===== src/rtl/gnmc_pkg.sv =====
// Package for the grid neighbor match counter.
// Holds field widths, register indexes, the neighborhood mode, the flag struct and the size clamp function.
// No dependencies.
package gnmc_pkg;

    localparam int VALUE_W    = 16;
    localparam int SIZE_CFG_W = 11;
    localparam int CFG_DATA_W = 16;
    localparam int CFG_IDX_W  = 2;
    localparam int IN_ROW_W   = 11;
    localparam int OUT_POS_W  = 10;
    localparam int COUNT_W    = 4;

    typedef enum logic [CFG_IDX_W-1:0] {
        CFG_GRID_COLS = 2'd0,
        CFG_GRID_ROWS = 2'd1,
        CFG_TARGET    = 2'd2,
        CFG_MODE      = 2'd3
    } t_cfg_idx;

    typedef enum logic {
        MODE_MOORE       = 1'b0,
        MODE_VON_NEUMANN = 1'b1
    } t_nbr_mode;

    typedef struct packed {
        logic emit;
        logic last;
        logic cur;
        logic has_left;
        logic has_right;
        logic has_up;
        logic has_down;
    } t_nbr_flags;

    function automatic logic [31:0] clamp_size(logic [SIZE_CFG_W-1:0] v, int unsigned maxv);
        logic [31:0] w;
        w = 32'(v);
        if (w == 32'd0) begin
            return 32'd1;
        end
        if (w > maxv) begin
            return maxv;
        end
        return w;
    endfunction

endpackage


===== src/rtl/grid_neighbor_match_count_top.sv =====
// Top level of the grid neighbor match counter.
// Uses gnmc_pkg, gnmc_ctrl, gnmc_stencil and gnmc_ram.
//
// The block takes one grid cell per clock in raster order and returns, per cell, the number
// of Moore or von Neumann neighbors equal to the target value. A result comes out on the
// word that lies grid_cols+1 words after its cell, so grid_cols+1 drain words flush a frame.
// Each word passes through the position logic and then the history stage, where
// a two-bit line buffer RAM holding the last two rows is read and written back; the result
// then sits in an output register. The sustained rate is one word per cycle and is limited
// only by output backpressure. No clearing pass is needed after reset.
module grid_neighbor_match_count_top import gnmc_pkg::*; #(
    parameter int MAX_COLS  = 1024,
    parameter int MAX_ROWS  = 1024,
    parameter int CELL_BITS = 16
) (
    input  logic                  i_clk,
    input  logic                  i_rst_n,
    input  logic                  i_cfg_we,
    input  logic [CFG_IDX_W-1:0]  i_cfg_index,
    input  logic [CFG_DATA_W-1:0] i_cfg_wdata,
    input  logic                  i_in_valid,
    output logic                  o_in_ready,
    input  logic                  i_drain,
    input  logic [VALUE_W-1:0]    i_cell_value,
    output logic                  o_out_valid,
    input  logic                  i_out_ready,
    output logic [OUT_POS_W-1:0]  o_out_col,
    output logic [OUT_POS_W-1:0]  o_out_row,
    output logic [COUNT_W-1:0]    o_match_count,
    output logic                  o_frame_last
);

    localparam int COL_W = $clog2(MAX_COLS);
    localparam int ROW_W = $clog2(MAX_ROWS);

    logic             in_acc;
    t_nbr_mode        mode;
    t_nbr_flags       flags;
    logic [COL_W-1:0] addr;
    logic [COL_W-1:0] res_col;
    logic [ROW_W-1:0] res_row;

    assign in_acc = i_in_valid && o_in_ready;

    gnmc_ctrl #(
        .MAX_COLS (MAX_COLS),
        .MAX_ROWS (MAX_ROWS),
        .CELL_BITS(CELL_BITS)
    ) u_ctrl (
        .i_clk       (i_clk),
        .i_rst_n     (i_rst_n),
        .i_cfg_we    (i_cfg_we),
        .i_cfg_index (i_cfg_index),
        .i_cfg_wdata (i_cfg_wdata),
        .i_accept    (in_acc),
        .i_drain     (i_drain),
        .i_cell_value(i_cell_value),
        .o_mode      (mode),
        .o_flags     (flags),
        .o_addr      (addr),
        .o_res_col   (res_col),
        .o_res_row   (res_row)
    );

    gnmc_stencil #(
        .MAX_COLS(MAX_COLS),
        .MAX_ROWS(MAX_ROWS)
    ) u_stencil (
        .i_clk        (i_clk),
        .i_rst_n      (i_rst_n),
        .i_accept     (in_acc),
        .i_flags      (flags),
        .i_addr       (addr),
        .i_res_col    (res_col),
        .i_res_row    (res_row),
        .i_mode       (mode),
        .i_out_ready  (i_out_ready),
        .o_in_ready   (o_in_ready),
        .o_out_valid  (o_out_valid),
        .o_out_col    (o_out_col),
        .o_out_row    (o_out_row),
        .o_match_count(o_match_count),
        .o_frame_last (o_frame_last)
    );

    a_count_bound: assert property (@(posedge i_clk) disable iff (!i_rst_n)
        o_out_valid |-> (o_match_count <= COUNT_W'(8)))
        else $error("match count above eight");

    a_vn_bound: assert property (@(posedge i_clk) disable iff (!i_rst_n)
        (o_out_valid && (mode == MODE_VON_NEUMANN)) |-> (o_match_count <= COUNT_W'(4)))
        else $error("von Neumann count above four");

    a_stall_cause: assert property (@(posedge i_clk) disable iff (!i_rst_n)
        !o_in_ready |-> (o_out_valid && !i_out_ready))
        else $error("input stalled without output backpressure");

    a_reset_clear: assert property (@(posedge i_clk)
        !i_rst_n |=> !o_out_valid)
        else $error("output valid right after reset");

endmodule


===== src/rtl/gnmc_ram.sv =====
// Generic single-write, single-read RAM with a registered read port.
// No dependencies.
module gnmc_ram #(
    parameter int WIDTH = 2,
    parameter int DEPTH = 1024
) (
    input  logic                     i_clk,
    input  logic                     i_we,
    input  logic [$clog2(DEPTH)-1:0] i_waddr,
    input  logic [WIDTH-1:0]         i_wdata,
    input  logic                     i_re,
    input  logic [$clog2(DEPTH)-1:0] i_raddr,
    output logic [WIDTH-1:0]         o_rdata
);

    logic [WIDTH-1:0] r_mem [DEPTH];
    logic [WIDTH-1:0] r_rdata;

    always_ff @(posedge i_clk) begin
        if (i_we) begin
            r_mem[i_waddr] <= i_wdata;
        end
        if (i_re) begin
            r_rdata <= r_mem[i_raddr];
        end
    end

    assign o_rdata = r_rdata;

endmodule


===== src/rtl/gnmc_ctrl.sv =====
// Configuration registers and raster position counters of the match counter.
// Computes the match bit and neighbor flags of each accepted word; uses gnmc_pkg.
module gnmc_ctrl import gnmc_pkg::*; #(
    parameter int MAX_COLS  = 1024,
    parameter int MAX_ROWS  = 1024,
    parameter int CELL_BITS = 16
) (
    input  logic                          i_clk,
    input  logic                          i_rst_n,
    input  logic                          i_cfg_we,
    input  logic [CFG_IDX_W-1:0]          i_cfg_index,
    input  logic [CFG_DATA_W-1:0]         i_cfg_wdata,
    input  logic                          i_accept,
    input  logic                          i_drain,
    input  logic [VALUE_W-1:0]            i_cell_value,
    output t_nbr_mode                     o_mode,
    output t_nbr_flags                    o_flags,
    output logic [$clog2(MAX_COLS)-1:0]   o_addr,
    output logic [$clog2(MAX_COLS)-1:0]   o_res_col,
    output logic [$clog2(MAX_ROWS)-1:0]   o_res_row
);

    localparam int COL_W    = $clog2(MAX_COLS);
    localparam int ROW_W    = $clog2(MAX_ROWS);
    localparam int COLS_W   = $clog2(MAX_COLS + 1);
    localparam int ROWS_W   = $clog2(MAX_ROWS + 1);
    localparam int CMP_BITS = (CELL_BITS < VALUE_W) ? CELL_BITS : VALUE_W;

    logic [COLS_W-1:0]   r_cols;
    logic [ROWS_W-1:0]   r_rows;
    logic [VALUE_W-1:0]  r_target;
    t_nbr_mode           r_mode;
    logic [COL_W-1:0]    r_in_col,  n_in_col;
    logic [IN_ROW_W-1:0] r_in_row,  n_in_row;
    logic [COL_W-1:0]    r_res_col, n_res_col;
    logic [ROW_W-1:0]    r_res_row, n_res_row;

    logic [31:0] cols_i, rows_i;
    logic        col_wrap, res_wrap;
    t_nbr_flags  flags;

    always_comb begin
        cols_i   = 32'(r_cols);
        rows_i   = 32'(r_rows);
        col_wrap = (32'(r_in_col) + 32'd1 >= cols_i);
        res_wrap = (32'(r_res_col) + 32'd1 >= cols_i);

        flags.cur = !i_drain && (32'(r_in_row) < rows_i) &&
                    (i_cell_value[CMP_BITS-1:0] == r_target[CMP_BITS-1:0]);
        flags.emit = (r_in_row >= IN_ROW_W'(2)) ||
                     ((r_in_row == IN_ROW_W'(1)) && (r_in_col != '0));
        flags.last = flags.emit && res_wrap && (32'(r_res_row) + 32'd1 == rows_i);
        flags.has_left  = (r_res_col != '0);
        flags.has_right = (32'(r_res_col) + 32'd1 < cols_i);
        flags.has_up    = (r_res_row != '0);
        flags.has_down  = (32'(r_res_row) + 32'd1 < rows_i);

        n_in_col  = col_wrap ? '0 : r_in_col + 1'b1;
        n_in_row  = (col_wrap && (r_in_row != '1)) ? r_in_row + 1'b1 : r_in_row;
        n_res_col = r_res_col;
        n_res_row = r_res_row;
        if (flags.last) begin
            n_in_col  = '0;
            n_in_row  = '0;
            n_res_col = '0;
            n_res_row = '0;
        end else if (flags.emit) begin
            n_res_col = res_wrap ? '0 : r_res_col + 1'b1;
            n_res_row = res_wrap ? r_res_row + 1'b1 : r_res_row;
        end
    end

    always_ff @(posedge i_clk) begin
        if (!i_rst_n) begin
            r_cols    <= COLS_W'(1);
            r_rows    <= ROWS_W'(1);
            r_target  <= '0;
            r_mode    <= MODE_MOORE;
            r_in_col  <= '0;
            r_in_row  <= '0;
            r_res_col <= '0;
            r_res_row <= '0;
        end else if (i_cfg_we) begin
            unique case (t_cfg_idx'(i_cfg_index))
                CFG_GRID_COLS: begin
                    r_cols    <= COLS_W'(clamp_size(i_cfg_wdata[SIZE_CFG_W-1:0], MAX_COLS));
                    r_in_col  <= '0;
                    r_in_row  <= '0;
                    r_res_col <= '0;
                    r_res_row <= '0;
                end
                CFG_GRID_ROWS: begin
                    r_rows    <= ROWS_W'(clamp_size(i_cfg_wdata[SIZE_CFG_W-1:0], MAX_ROWS));
                    r_in_col  <= '0;
                    r_in_row  <= '0;
                    r_res_col <= '0;
                    r_res_row <= '0;
                end
                CFG_TARGET: begin
                    r_target <= i_cfg_wdata[VALUE_W-1:0];
                end
                CFG_MODE: begin
                    r_mode <= t_nbr_mode'(i_cfg_wdata[0]);
                end
            endcase
        end else if (i_accept) begin
            r_in_col  <= n_in_col;
            r_in_row  <= n_in_row;
            r_res_col <= n_res_col;
            r_res_row <= n_res_row;
        end
    end

    assign o_mode    = r_mode;
    assign o_flags   = flags;
    assign o_addr    = r_in_col;
    assign o_res_col = r_res_col;
    assign o_res_row = r_res_row;

endmodule


===== src/rtl/gnmc_stencil.sv =====
// Match history line buffer, neighbor taps and result register of the match counter.
// Uses gnmc_pkg and gnmc_ram.
module gnmc_stencil import gnmc_pkg::*; #(
    parameter int MAX_COLS = 1024,
    parameter int MAX_ROWS = 1024
) (
    input  logic                        i_clk,
    input  logic                        i_rst_n,
    input  logic                        i_accept,
    input  t_nbr_flags                  i_flags,
    input  logic [$clog2(MAX_COLS)-1:0] i_addr,
    input  logic [$clog2(MAX_COLS)-1:0] i_res_col,
    input  logic [$clog2(MAX_ROWS)-1:0] i_res_row,
    input  t_nbr_mode                   i_mode,
    input  logic                        i_out_ready,
    output logic                        o_in_ready,
    output logic                        o_out_valid,
    output logic [OUT_POS_W-1:0]        o_out_col,
    output logic [OUT_POS_W-1:0]        o_out_row,
    output logic [COUNT_W-1:0]          o_match_count,
    output logic                        o_frame_last
);

    localparam int COL_W = $clog2(MAX_COLS);
    localparam int ROW_W = $clog2(MAX_ROWS);

    logic             r_s1_valid;
    t_nbr_flags       r_s1_flags;
    logic [COL_W-1:0] r_s1_addr;
    logic [COL_W-1:0] r_s1_col;
    logic [ROW_W-1:0] r_s1_row;
    logic             r_fwd_hit;
    logic [1:0]       r_fwd_bits;
    logic             r_a1, r_a2, r_b1, r_b2, r_c1, r_c2;

    logic                 r_o_valid;
    logic [OUT_POS_W-1:0] r_o_col, r_o_row;
    logic [COUNT_W-1:0]   r_o_count;
    logic                 r_o_last;

    logic               s1_go;
    logic [1:0]         ram_rdata, rd_bits, wr_bits;
    logic               up, down, left, right, ul, ur, dl, dr;
    logic [COUNT_W-1:0] count;
    logic [31:0]        col_ext, row_ext;

    gnmc_ram #(
        .WIDTH(2),
        .DEPTH(MAX_COLS)
    ) u_hist (
        .i_clk  (i_clk),
        .i_we   (s1_go),
        .i_waddr(r_s1_addr),
        .i_wdata(wr_bits),
        .i_re   (i_accept),
        .i_raddr(i_addr),
        .o_rdata(ram_rdata)
    );

    always_comb begin
        s1_go   = r_s1_valid && (!r_s1_flags.emit || !r_o_valid || i_out_ready);
        rd_bits = r_fwd_hit ? r_fwd_bits : ram_rdata;
        wr_bits = {rd_bits[0], r_s1_flags.cur};

        up    = r_c1 & r_s1_flags.has_up;
        left  = r_b2 & r_s1_flags.has_left;
        right = rd_bits[0] & r_s1_flags.has_right;
        down  = r_a1 & r_s1_flags.has_down;
        ul    = r_c2 & r_s1_flags.has_up & r_s1_flags.has_left;
        ur    = rd_bits[1] & r_s1_flags.has_up & r_s1_flags.has_right;
        dl    = r_a2 & r_s1_flags.has_down & r_s1_flags.has_left;
        dr    = r_s1_flags.cur & r_s1_flags.has_down & r_s1_flags.has_right;

        count = COUNT_W'(up) + COUNT_W'(left) + COUNT_W'(right) + COUNT_W'(down);
        if (i_mode == MODE_MOORE) begin
            count = count + COUNT_W'(ul) + COUNT_W'(ur) + COUNT_W'(dl) + COUNT_W'(dr);
        end

        col_ext = 32'(r_s1_col);
        row_ext = 32'(r_s1_row);
    end

    always_ff @(posedge i_clk) begin
        if (!i_rst_n) begin
            r_s1_valid <= 1'b0;
            r_o_valid  <= 1'b0;
        end else begin
            if (i_accept) begin
                r_s1_valid <= 1'b1;
            end else if (s1_go) begin
                r_s1_valid <= 1'b0;
            end
            if (s1_go && r_s1_flags.emit) begin
                r_o_valid <= 1'b1;
            end else if (i_out_ready) begin
                r_o_valid <= 1'b0;
            end
        end
    end

    always_ff @(posedge i_clk) begin
        if (i_accept) begin
            r_s1_flags <= i_flags;
            r_s1_addr  <= i_addr;
            r_s1_col   <= i_res_col;
            r_s1_row   <= i_res_row;
            r_fwd_hit  <= s1_go && (r_s1_addr == i_addr);
            r_fwd_bits <= wr_bits;
        end
        if (s1_go) begin
            r_a1 <= r_s1_flags.cur;
            r_a2 <= r_a1;
            r_b1 <= rd_bits[0];
            r_b2 <= r_b1;
            r_c1 <= rd_bits[1];
            r_c2 <= r_c1;
        end
        if (s1_go && r_s1_flags.emit) begin
            r_o_col   <= col_ext[OUT_POS_W-1:0];
            r_o_row   <= row_ext[OUT_POS_W-1:0];
            r_o_count <= count;
            r_o_last  <= r_s1_flags.last;
        end
    end

    assign o_in_ready    = !r_s1_valid || s1_go;
    assign o_out_valid   = r_o_valid;
    assign o_out_col     = r_o_col;
    assign o_out_row     = r_o_row;
    assign o_match_count = r_o_count;
    assign o_frame_last  = r_o_last;

endmodule


===== config.mk =====
export PLATFORM = sky130hd
export DESIGN_NAME = grid_neighbor_match_count_top
export DESIGN_NICKNAME = d
export VERILOG_FILES = /design/src/rtl/gnmc_pkg.sv /design/src/rtl/grid_neighbor_match_count_top.sv /design/src/rtl/gnmc_ram.sv /design/src/rtl/gnmc_ctrl.sv /design/src/rtl/gnmc_stencil.sv
export SDC_FILE = /design/constraint.sdc
export NUM_CORES = 2
export LEC_CHECK = 0
export BUFFER_PORTS_ARGS = -buffer_cell sky130_fd_sc_hd__clkbuf_2
export CAP_MARGIN = 30
export CORE_MARGIN = 8
export CORE_UTILIZATION = 47
export CTS_BUF_LIST = sky130_fd_sc_hd__clkbuf_16
export DETAILED_ROUTE_END_ITERATION = 7
export PLACE_DENSITY = 0.7
export SLEW_MARGIN = 30
export SYNTH_ARGS = -nofsm -noshare
export SYNTH_HDL_FRONTEND = slang
export SYNTH_SLANG_ARGS = --single-unit

===== constraint.sdc =====
create_clock -name i_clk -period 19.14 [get_ports i_clk]
set_input_delay 0.957 -clock i_clk [delete_from_list [all_inputs] [get_ports i_clk]]
set_output_delay 0.957 -clock i_clk [all_outputs]
set_load 0.03 [all_outputs]

# After elaboration in Yosys (flattened, before gate mapping)

Memory sizes are Yosys's and may differ from the RTL's. A register that Yosys moved wholly into a read port is not among the register bits.
Index checks and enable logic that the tools add are counted.

Flip-flop bits (word level): 153
RAM bits: 2048
Input port bits: 40
Output and inout port bits: 27
Logic and storage cells: 163
Memories: 1

Add/sub/neg operators: 14
Order comparisons: 7
Equality and inequality tests: 9
Mux-type cells: 50
Bitwise gates (word level): 12
Reductions and logical operators: 38

Memory list:

| name                   | depth | width | rd ports | clocked after memory_dff | wr ports | RTL line       | source |
|---|---|---|---|---|---|---|---|
| u_stencil.u_hist.r_mem | 1024  | 2     | 1        | 1                        | 1        | gnmc_ram.sv:16 | `logic [WIDTH-1:0] r_mem [DEPTH];` |

Operator list:

| kind                                                               | count |
|---|---|
| two-way mux 10 bit                                                 | 15 |
| two-way mux 11 bit                                                 | 11 |
| greater-or-equal comparator 32 x 11 -> 1 bit                       | 2 |
| < comparator 32 x 11 -> 1 bit                                      | 2 |
| adder 10 x 1 -> 11 bit, second input constant                      | 3 |
| equality test 32 x 11 -> 1 bit                                     | 1 |
| adder 10 x 1 -> 10 bit, second input constant                      | 3 |
| nonzero test 10 bit                                                | 3 |
| adder 4 x 1 -> 4 bit                                               | 6 |
| two-way mux 1 bit                                                  | 22 |
| equality test 16 bit                                               | 1 |
| bitwise AND 1 bit                                                  | 12 |
| adder 11 x 1 -> 11 bit, second input constant                      | 1 |
| equality test 11 x 1 -> 1 bit, second input constant               | 1 |
| greater-or-equal comparator 11 x 2 -> 1 bit, second input constant | 1 |
| > comparator 11 bit, second input constant                         | 1 |
| zero test 11 bit                                                   | 1 |
| < comparator 11 bit                                                | 1 |
| inequality test 11 bit, second input constant                      | 1 |
| equality test 10 bit                                               | 1 |
| logical AND 1 bit                                                  | 10 |
| AND reduction 2 bit                                                | 5 |
| nonzero test 3 bit                                                 | 3 |
| AND reduction 3 bit                                                | 2 |
| 12 further kinds                                                   | 21 |

# Longest topological paths before layout

Depth after elaboration: 11
Depth in mapped cells: 18
Depth with buffers taken out: 13

# Hierarchy

From an unflattened synthesis, not the netlist that was laid out.

Cell total of the unflattened synthesis: 5574
Area total of the unflattened synthesis: 91581.6 sq um

Modules (own cells, without submodules):

| module                        | instances | cells each | area an instance (sq um) | sequential area each (sq um) |
|---|---|---|---|---|
| gnmc_ram                      | 1         | 4793       | 83777.8                  | 61559.0 |
| gnmc_ctrl                     | 1         | 654        | 5215.0                   | 1601.5 |
| gnmc_stencil                  | 1         | 126        | 2582.5                   | 2172.1 |
| grid_neighbor_match_count_top | 1         | 1          | 6.3                      | 0.0 |

# Worst setup path after synthesis

OpenSTA, ideal clock, no wires.

Kind: register to register
Start: register u_stencil.r_s1_flags[4] in the netlist's numbering
End: register u_stencil.r_o_count[1] (netlist: u_stencil.o_match_count[1]), data pin
Setup time: 0.152 ns
Arrival: 15.193 ns
Data required time: 18.988 ns
Slack: 3.795 ns
Stages on the path, launching flop included: 8
Buffers on the path: 0
Period minus slack after synthesis: 15.345 ns
Cell sequence: edfxtp_1 nand3_1 fa_1 inv_1 fa_1 inv_1 fa_1 o21ai_0

Word-level cells in the longest chain between the ends: 4

Ends and longest elaborated chain:

| element                        | RTL line            | source |
|---|---|---|
| start: declaration             | gnmc_stencil.sv:28  | `t_nbr_flags r_s1_flags;` |
| start signal: assignment       | gnmc_stencil.sv:103 | `r_s1_flags <= i_flags;` |
| bitwise AND 1 bit (2 in a row) | gnmc_stencil.sv:72  | `dr = r_s1_flags.cur & r_s1_flags.has_down & r_s1_flags.has_right;` |
| adder 4 x 1 -> 4 bit           | gnmc_stencil.sv:76  | `count = count + COUNT_W'(ul) + COUNT_W'(ur) + COUNT_W'(dl) + COUNT_W'(dr);` |
| two-way mux 4 bit              | gnmc_stencil.sv:75  | `if (i_mode == MODE_MOORE) begin` |
| named net u_stencil.count[1]   | gnmc_stencil.sv:44  | `logic [COUNT_W-1:0] count;` |
| end signal: assignment         | gnmc_stencil.sv:121 | `r_o_count <= count;` |
| end: declaration               | gnmc_stencil.sv:38  | `logic [COUNT_W-1:0] r_o_count;` |

The timed path passes the listed nets, and every way through them passes these cells.
A chain may end at the register's enable or synchronous reset.

==> out/metrics.sh <==
CRITICALPATHCATEGORY='reg -> reg'
GRT_UTIL_MET3_PCT=5.940
LAYOUT.CELL_AREA.NON_FILLER_SQ_MM=0.1011
STDCELL_COUNT=8169
VIAS=51790
POST_CTS.RESIZED_INSTANCES=0
WORSTSETUPENDPOINTTYPE='flop'
FP.DIEAREA_SQ_MM=0.2083
NUMBER_OF_ANTENNA_VIOLATIONS_AT_THE_FIRST_CHECK_IN_GLOBAL_ROUTING=10
CLOCK-ROOT-BUFFER='sky130_fd_sc_hd__clkbuf_16'
POWER_FRAC_SEQ_PCT=54.4
DESIGN.CORE.AREA_SQ_MM=0.1926
HOLD_VIOLATIONS=0
CRITICAL_PATH.REG2REG.ENDPOINT='u_stencil.u_hist.o_rdata[1]'
MIN_PATH_CELLS=3
COMBINATIONALPOWERSHARE_PCT=3.0
FINALSETUPTNS_NS=0
VDD_DROP_MAX_mV=0.08371
LAYOUT.CELLS.MOST_COMMON_LIST='sky130_fd_sc_hd__edfxtp_1 (2121), sky130_fd_sc_hd__nor2_1 (1090), sky130_fd_sc_hd__mux4_2 (518), sky130_fd_sc_hd__clkbuf_16 (220), sky130_fd_sc_hd__nand2_1 (215)'
YS_FF_LATCH=2203
NUMBER_OF_GLOBAL_ROUTE_VIAS_BEFORE_REPAIR=51610
CTS_TREE='done'
POWER.CLOCK.FRACTION_PCT=42.6
GRT_USE_TOTAL_PCT=23.07
TIMING.CRITICAL_PATH.FANOUT_MAX=98
PIN_COUNT=67
FINISH.NET_COUNT=5546
DETAILEDROUTE.FIRSTITERATIONVIOLATIONS=7423
CP.ARRIVAL_NS=6.01
CLKTRANSATPATHREGS_NS=0.06
CRITICAL-PATH-MAX-STAGE-DELAY_NS=0.77
CLOCK.FMAX_MHz=184.0
CRITICAL_PATH.TOP_DELAY_FAMILY='buffers and inverters'
DETAILEDPLACEMENTHPWL_MICRONS=138200
POWERDENSITY_mW_PER_MM2=96.25
WORST_SETUP_PATH_START_KIND='flop'
CRIT_PATH_CELL_TRACE='buf_12 -> buf_4 -> buf_4 -> mux4_2 -> mux4_2 -> a211oi_1 -> a2111oi_0 -> a31oi_1 -> nand4_1'
NUMPLACEDINSTANCES=7748
SYNTHESIS.AREA_PER_INSTANCE_SQ_UM=16.76
CTS.REPAIR_TIMING.SETUP_BUFFER_COUNT=0
YOSYS.CELL_TYPES.COUNT=73
CLOCK_SKEW_NS=0.03019
DETAILEDROUTE.FIRSTPASSITERATIONCOUNT=5
CTS.PATH.MAX_BUFFERS=3
RSZ0062_AT_GRT='no'
TIGHTESTPINTRANSITION_NS=1.065
MAXCAPVIOLCOUNT=0
PRECTSSETUPSLACK_NS=13.76
GRT-BUSIEST-LAYER='met2'
HOLD_PATH_END='u_ctrl.r_target[15]'
AREA.GROWTH.SYNTH_TO_FINAL_PCT=10.86
PLACED_CELL_AREA_SQ_MM=0.09401
TOTAL_LEAKAGE_POWER_nW=31.07
SYN-NUM-NETS=5538
YS.WARNINGS.COUNT=0
CTS_BUFFERS=219
ROUTE.ANTENNA.REMAINING_NETS=0
RUN_STATUS='complete, no violations'
PORTBUFFERS=66
CP_NUM_BUF_INV=3
FP.DIEW_MICRONS=456.5
FIN_WS_NS=13.70
HOLD_BUFFERS=0
SYNTHFLOPTYPE='sky130_fd_sc_hd__edfxtp_1'
MAXIMUM_LEVEL_OF_THE_CTS_H_TREE=4
POWER.INTERNAL_mW=7.672
LAYOUT.CELLS.MOST_COMMON='sky130_fd_sc_hd__edfxtp_1'
VIAS_PER_CELL=6.339
GLOBALROUTE.TOTALOVERFLOW=0
POST_SYNTH_INSTANCE_AREA_SQ_MM=0.09118
POST-ROUTE-DRC-COUNT=0
LAYOUT_MIN_CYCLE_TIME_NS=5.436
NUM_ROWS=161
ASYNC_FLOP_SHARE_PCT=0
FINAL_LAYOUT_SIZE_SUFFIX_GT1_SHARE_PCT=19.73
DETAIL_ROUTE.WL_PER_CELL_MICRONS=30.34
POWER_SWITCHING_mW=2.056
GRT_UTIL_MET1_PCT=30.14
WIRE_LENGTH_OF_THE_FIRST_GLOBAL_ROUTING_PASS_MICRONS=355900
WORST-ENDPOINT-REQUIRED_NS=19.72
NUMCLOCKSINKS=2203
REPORT.FINAL.SETUP_VIOL=0
WORSTSKEWPAIRLATENCY_NS=0.86
REG2REG_SETUP_SLACK_NS=13.70
PLACER_CONGESTION_ESTIMATE=0.8513
GR-USAGE-MET2_PCT=36.63
SYNTH_SEQUENTIAL_AREA_RATIO_PCT=71.65
DIE_H_MICRONS=456.5
HOLD_PATH.STARTPOINT='i_cfg_wdata[15]'
INITIAL_CORE_UTIL_PCT=47.35
P_SW_SHARE_PCT=21.14
WORST_R2R_STARTPOINT='u_ctrl.o_addr[1]'
WORST_SLEW_MARGIN_REL_PCT=28.97
LARGEST_NET_DEGREE_AT_THE_START_OF_GLOBAL_ROUTING=252
DESIGN_POWER_TOTAL_mW=9.729
FINAL_CORE_UTILIZATION_PCT=52.49
HOLD_CRIT_CLASS='in -> reg'
FINALMAXSLEWVIOLATIONS=0
ROUTED_WL_MICRONS=247800
TIMING.HOLD.WS_NS=0.3335
NUMBER_OF_ENABLE_TYPE_REGISTER_CELLS_IN_THE_SYNTHESIZED_NETLIST=2121
FINAL_MIN_PERIOD_OVER_CLOCK_PERIOD_PCT=28.40
SYNTHESIS.INSTANCES=5439
WORST_PATH_MAX_DELAY_CELL='sky130_fd_sc_hd__a211oi_1'
WORSTREGTOREGCELLS=9
[flip-flops by register name (all words and copies together), names as in the netlist, 2 cells and up]
register / flops
u_stencil.u_hist.r_mem: 2048
u_ctrl.r_target: 16
u_ctrl.r_cols: 11
u_ctrl.r_in_row: 11
u_ctrl.r_rows: 11
u_ctrl.o_addr: 10
u_ctrl.o_res_col: 10
u_ctrl.o_res_row: 10
u_stencil.o_out_col: 10
u_stencil.o_out_row: 10
u_stencil.r_s1_addr: 10
u_stencil.r_s1_col: 10
u_stencil.r_s1_row: 10
u_stencil.r_s1_flags: 7
u_stencil.o_match_count: 4
u_stencil.r_fwd_bits: 2
u_stencil.u_hist.o_rdata: 2
[how the worst max path moves through the flow]
| stage | cells past startpoint | slack (ns) | from | to |
|---|---|---|---|---|
| after global routing | 8 | 13.48 | u_ctrl.o_addr[0] | u_stencil.u_hist.o_rdata[1] |
| after floorplan | 7 | 3.79 | u_stencil.r_s1_flags[4] | u_stencil.o_match_count[1] |
| final | 9 | 13.70 | u_ctrl.o_addr[1] | u_stencil.u_hist.o_rdata[1] |
| after CTS | 11 | 13.74 | u_ctrl.o_addr[1] | u_stencil.u_hist.o_rdata[0] |
| after global placement | 11 | 13.80 | u_ctrl.o_addr[1] | u_stencil.u_hist.o_rdata[0] |
| after detailed placement | 11 | 13.76 | u_ctrl.o_addr[1] | u_stencil.u_hist.o_rdata[0] |
[power by group through the flow]
| stage | Combinational, mW | Clock [mW] | Sequential (mW) |
|---|---|---|---|
| 6_report | 0.291 | 4.14 | 5.30 |
| 5_1_grt | 0.310 | 4.36 | 5.29 |
| 4_1_cts | 0.289 | 4.17 | 5.30 |
| 3_5_place_dp | 0.288 | 0 | 5.40 |
| 3_3_place_gp | 0.282 | 0 | 5.40 |
| 2_1_floorplan | 0.190 | 0 | 5.45 |
[area by class of cell]
cell class | instances | area (sq um)
clock inverters | 190 | 1418
inverters | 44 | 175.2
diodes | 7 | 17.52
repair buffers | 197 | 1567
clock buffers | 220 | 5505
well taps | 2526 | 3161
flip-flops and latches | 2203 | 65350
multi-input cells | 2782 | 23890
fillers | 15050 | 91500
[worst reg2reg max path, delay by kind of cell (launching register included)]
family / cells / cell delay (ns)
compound gates: 3 / 1.34
buf+inv: 3 / 2.03
flops: 1 / 0.71
mux: 2 / 0.94
simple gates: 1 / 0.13
[metal layers]
layer	up-vias	part of all wire, %
met5	-	0.0040
met4	2	5.0
met3	688	12
met2	3349	47
met1	26660	36
li1	21080	-
[Yosys cell counts (6+ instances only)]
master | n | area, sq um
sky130_fd_sc_hd__a211oi_1 | 7 | 52.55
sky130_fd_sc_hd__a21boi_0 | 14 | 105.1
sky130_fd_sc_hd__a21o_1 | 17 | 127.6
sky130_fd_sc_hd__a21oi_1 | 104 | 520.5
sky130_fd_sc_hd__a221oi_1 | 17 | 148.9
sky130_fd_sc_hd__a22o_1 | 6 | 52.55
sky130_fd_sc_hd__a22oi_1 | 43 | 322.8
sky130_fd_sc_hd__a31oi_1 | 19 | 118.9
sky130_fd_sc_hd__and2_1 | 16 | 100.1
sky130_fd_sc_hd__and3_1 | 29 | 181.4
sky130_fd_sc_hd__buf_1 | 43 | 161.4
sky130_fd_sc_hd__buf_2 | 72 | 360.4
sky130_fd_sc_hd__buf_4 | 19 | 142.6
sky130_fd_sc_hd__buf_6 | 28 | 315.3
sky130_fd_sc_hd__clkbuf_1 | 244 | 915.9
sky130_fd_sc_hd__dfxtp_1 | 82 | 1642
sky130_fd_sc_hd__edfxtp_1 | 2121 | 63690
sky130_fd_sc_hd__ha_1 | 55 | 688.2
sky130_fd_sc_hd__inv_1 | 40 | 150.1
sky130_fd_sc_hd__mux2_2 | 11 | 123.9
sky130_fd_sc_hd__mux2i_1 | 158 | 1582
sky130_fd_sc_hd__mux4_2 | 518 | 11670
sky130_fd_sc_hd__nand2_1 | 255 | 957.2
sky130_fd_sc_hd__nand2b_1 | 20 | 125.1
sky130_fd_sc_hd__nand3_1 | 52 | 260.3
sky130_fd_sc_hd__nand4_1 | 19 | 118.9
sky130_fd_sc_hd__nor2_1 | 1098 | 4121
sky130_fd_sc_hd__nor2b_1 | 29 | 181.4
sky130_fd_sc_hd__nor3_1 | 23 | 115.1
sky130_fd_sc_hd__nor3b_1 | 10 | 75.07
sky130_fd_sc_hd__nor4_1 | 13 | 81.33
sky130_fd_sc_hd__o2111ai_1 | 10 | 87.58
sky130_fd_sc_hd__o211a_1 | 7 | 70.07
sky130_fd_sc_hd__o211ai_1 | 22 | 165.2
sky130_fd_sc_hd__o21ai_0 | 56 | 280.3
sky130_fd_sc_hd__o221ai_1 | 7 | 61.31
sky130_fd_sc_hd__o22ai_1 | 24 | 150.1
sky130_fd_sc_hd__o311ai_0 | 6 | 52.55
sky130_fd_sc_hd__or2_2 | 10 | 62.56
sky130_fd_sc_hd__xnor2_1 | 32 | 280.3
sky130_fd_sc_hd__xor2_1 | 18 | 157.7
[logic make-up (layout without fill, tap and decap cells)]
group / count (synthesis) / in the layout / synth area share, %
xor gates and xnor gates: 50 / 50 / 0.4803
other: 0 / 7 / 0
DFF: 2203 / 2203 / 71.65
adders and majority gates: 59 / 59 / 0.8426
AOI/OAI and AO/OA: 387 / 387 / 2.808
muxes: 687 / 687 / 14.67
and+or+nand+nor: 1599 / 1599 / 7.214
buffers and inverters: 454 / 651 / 2.337
Power figures use the tool's default switching activity.
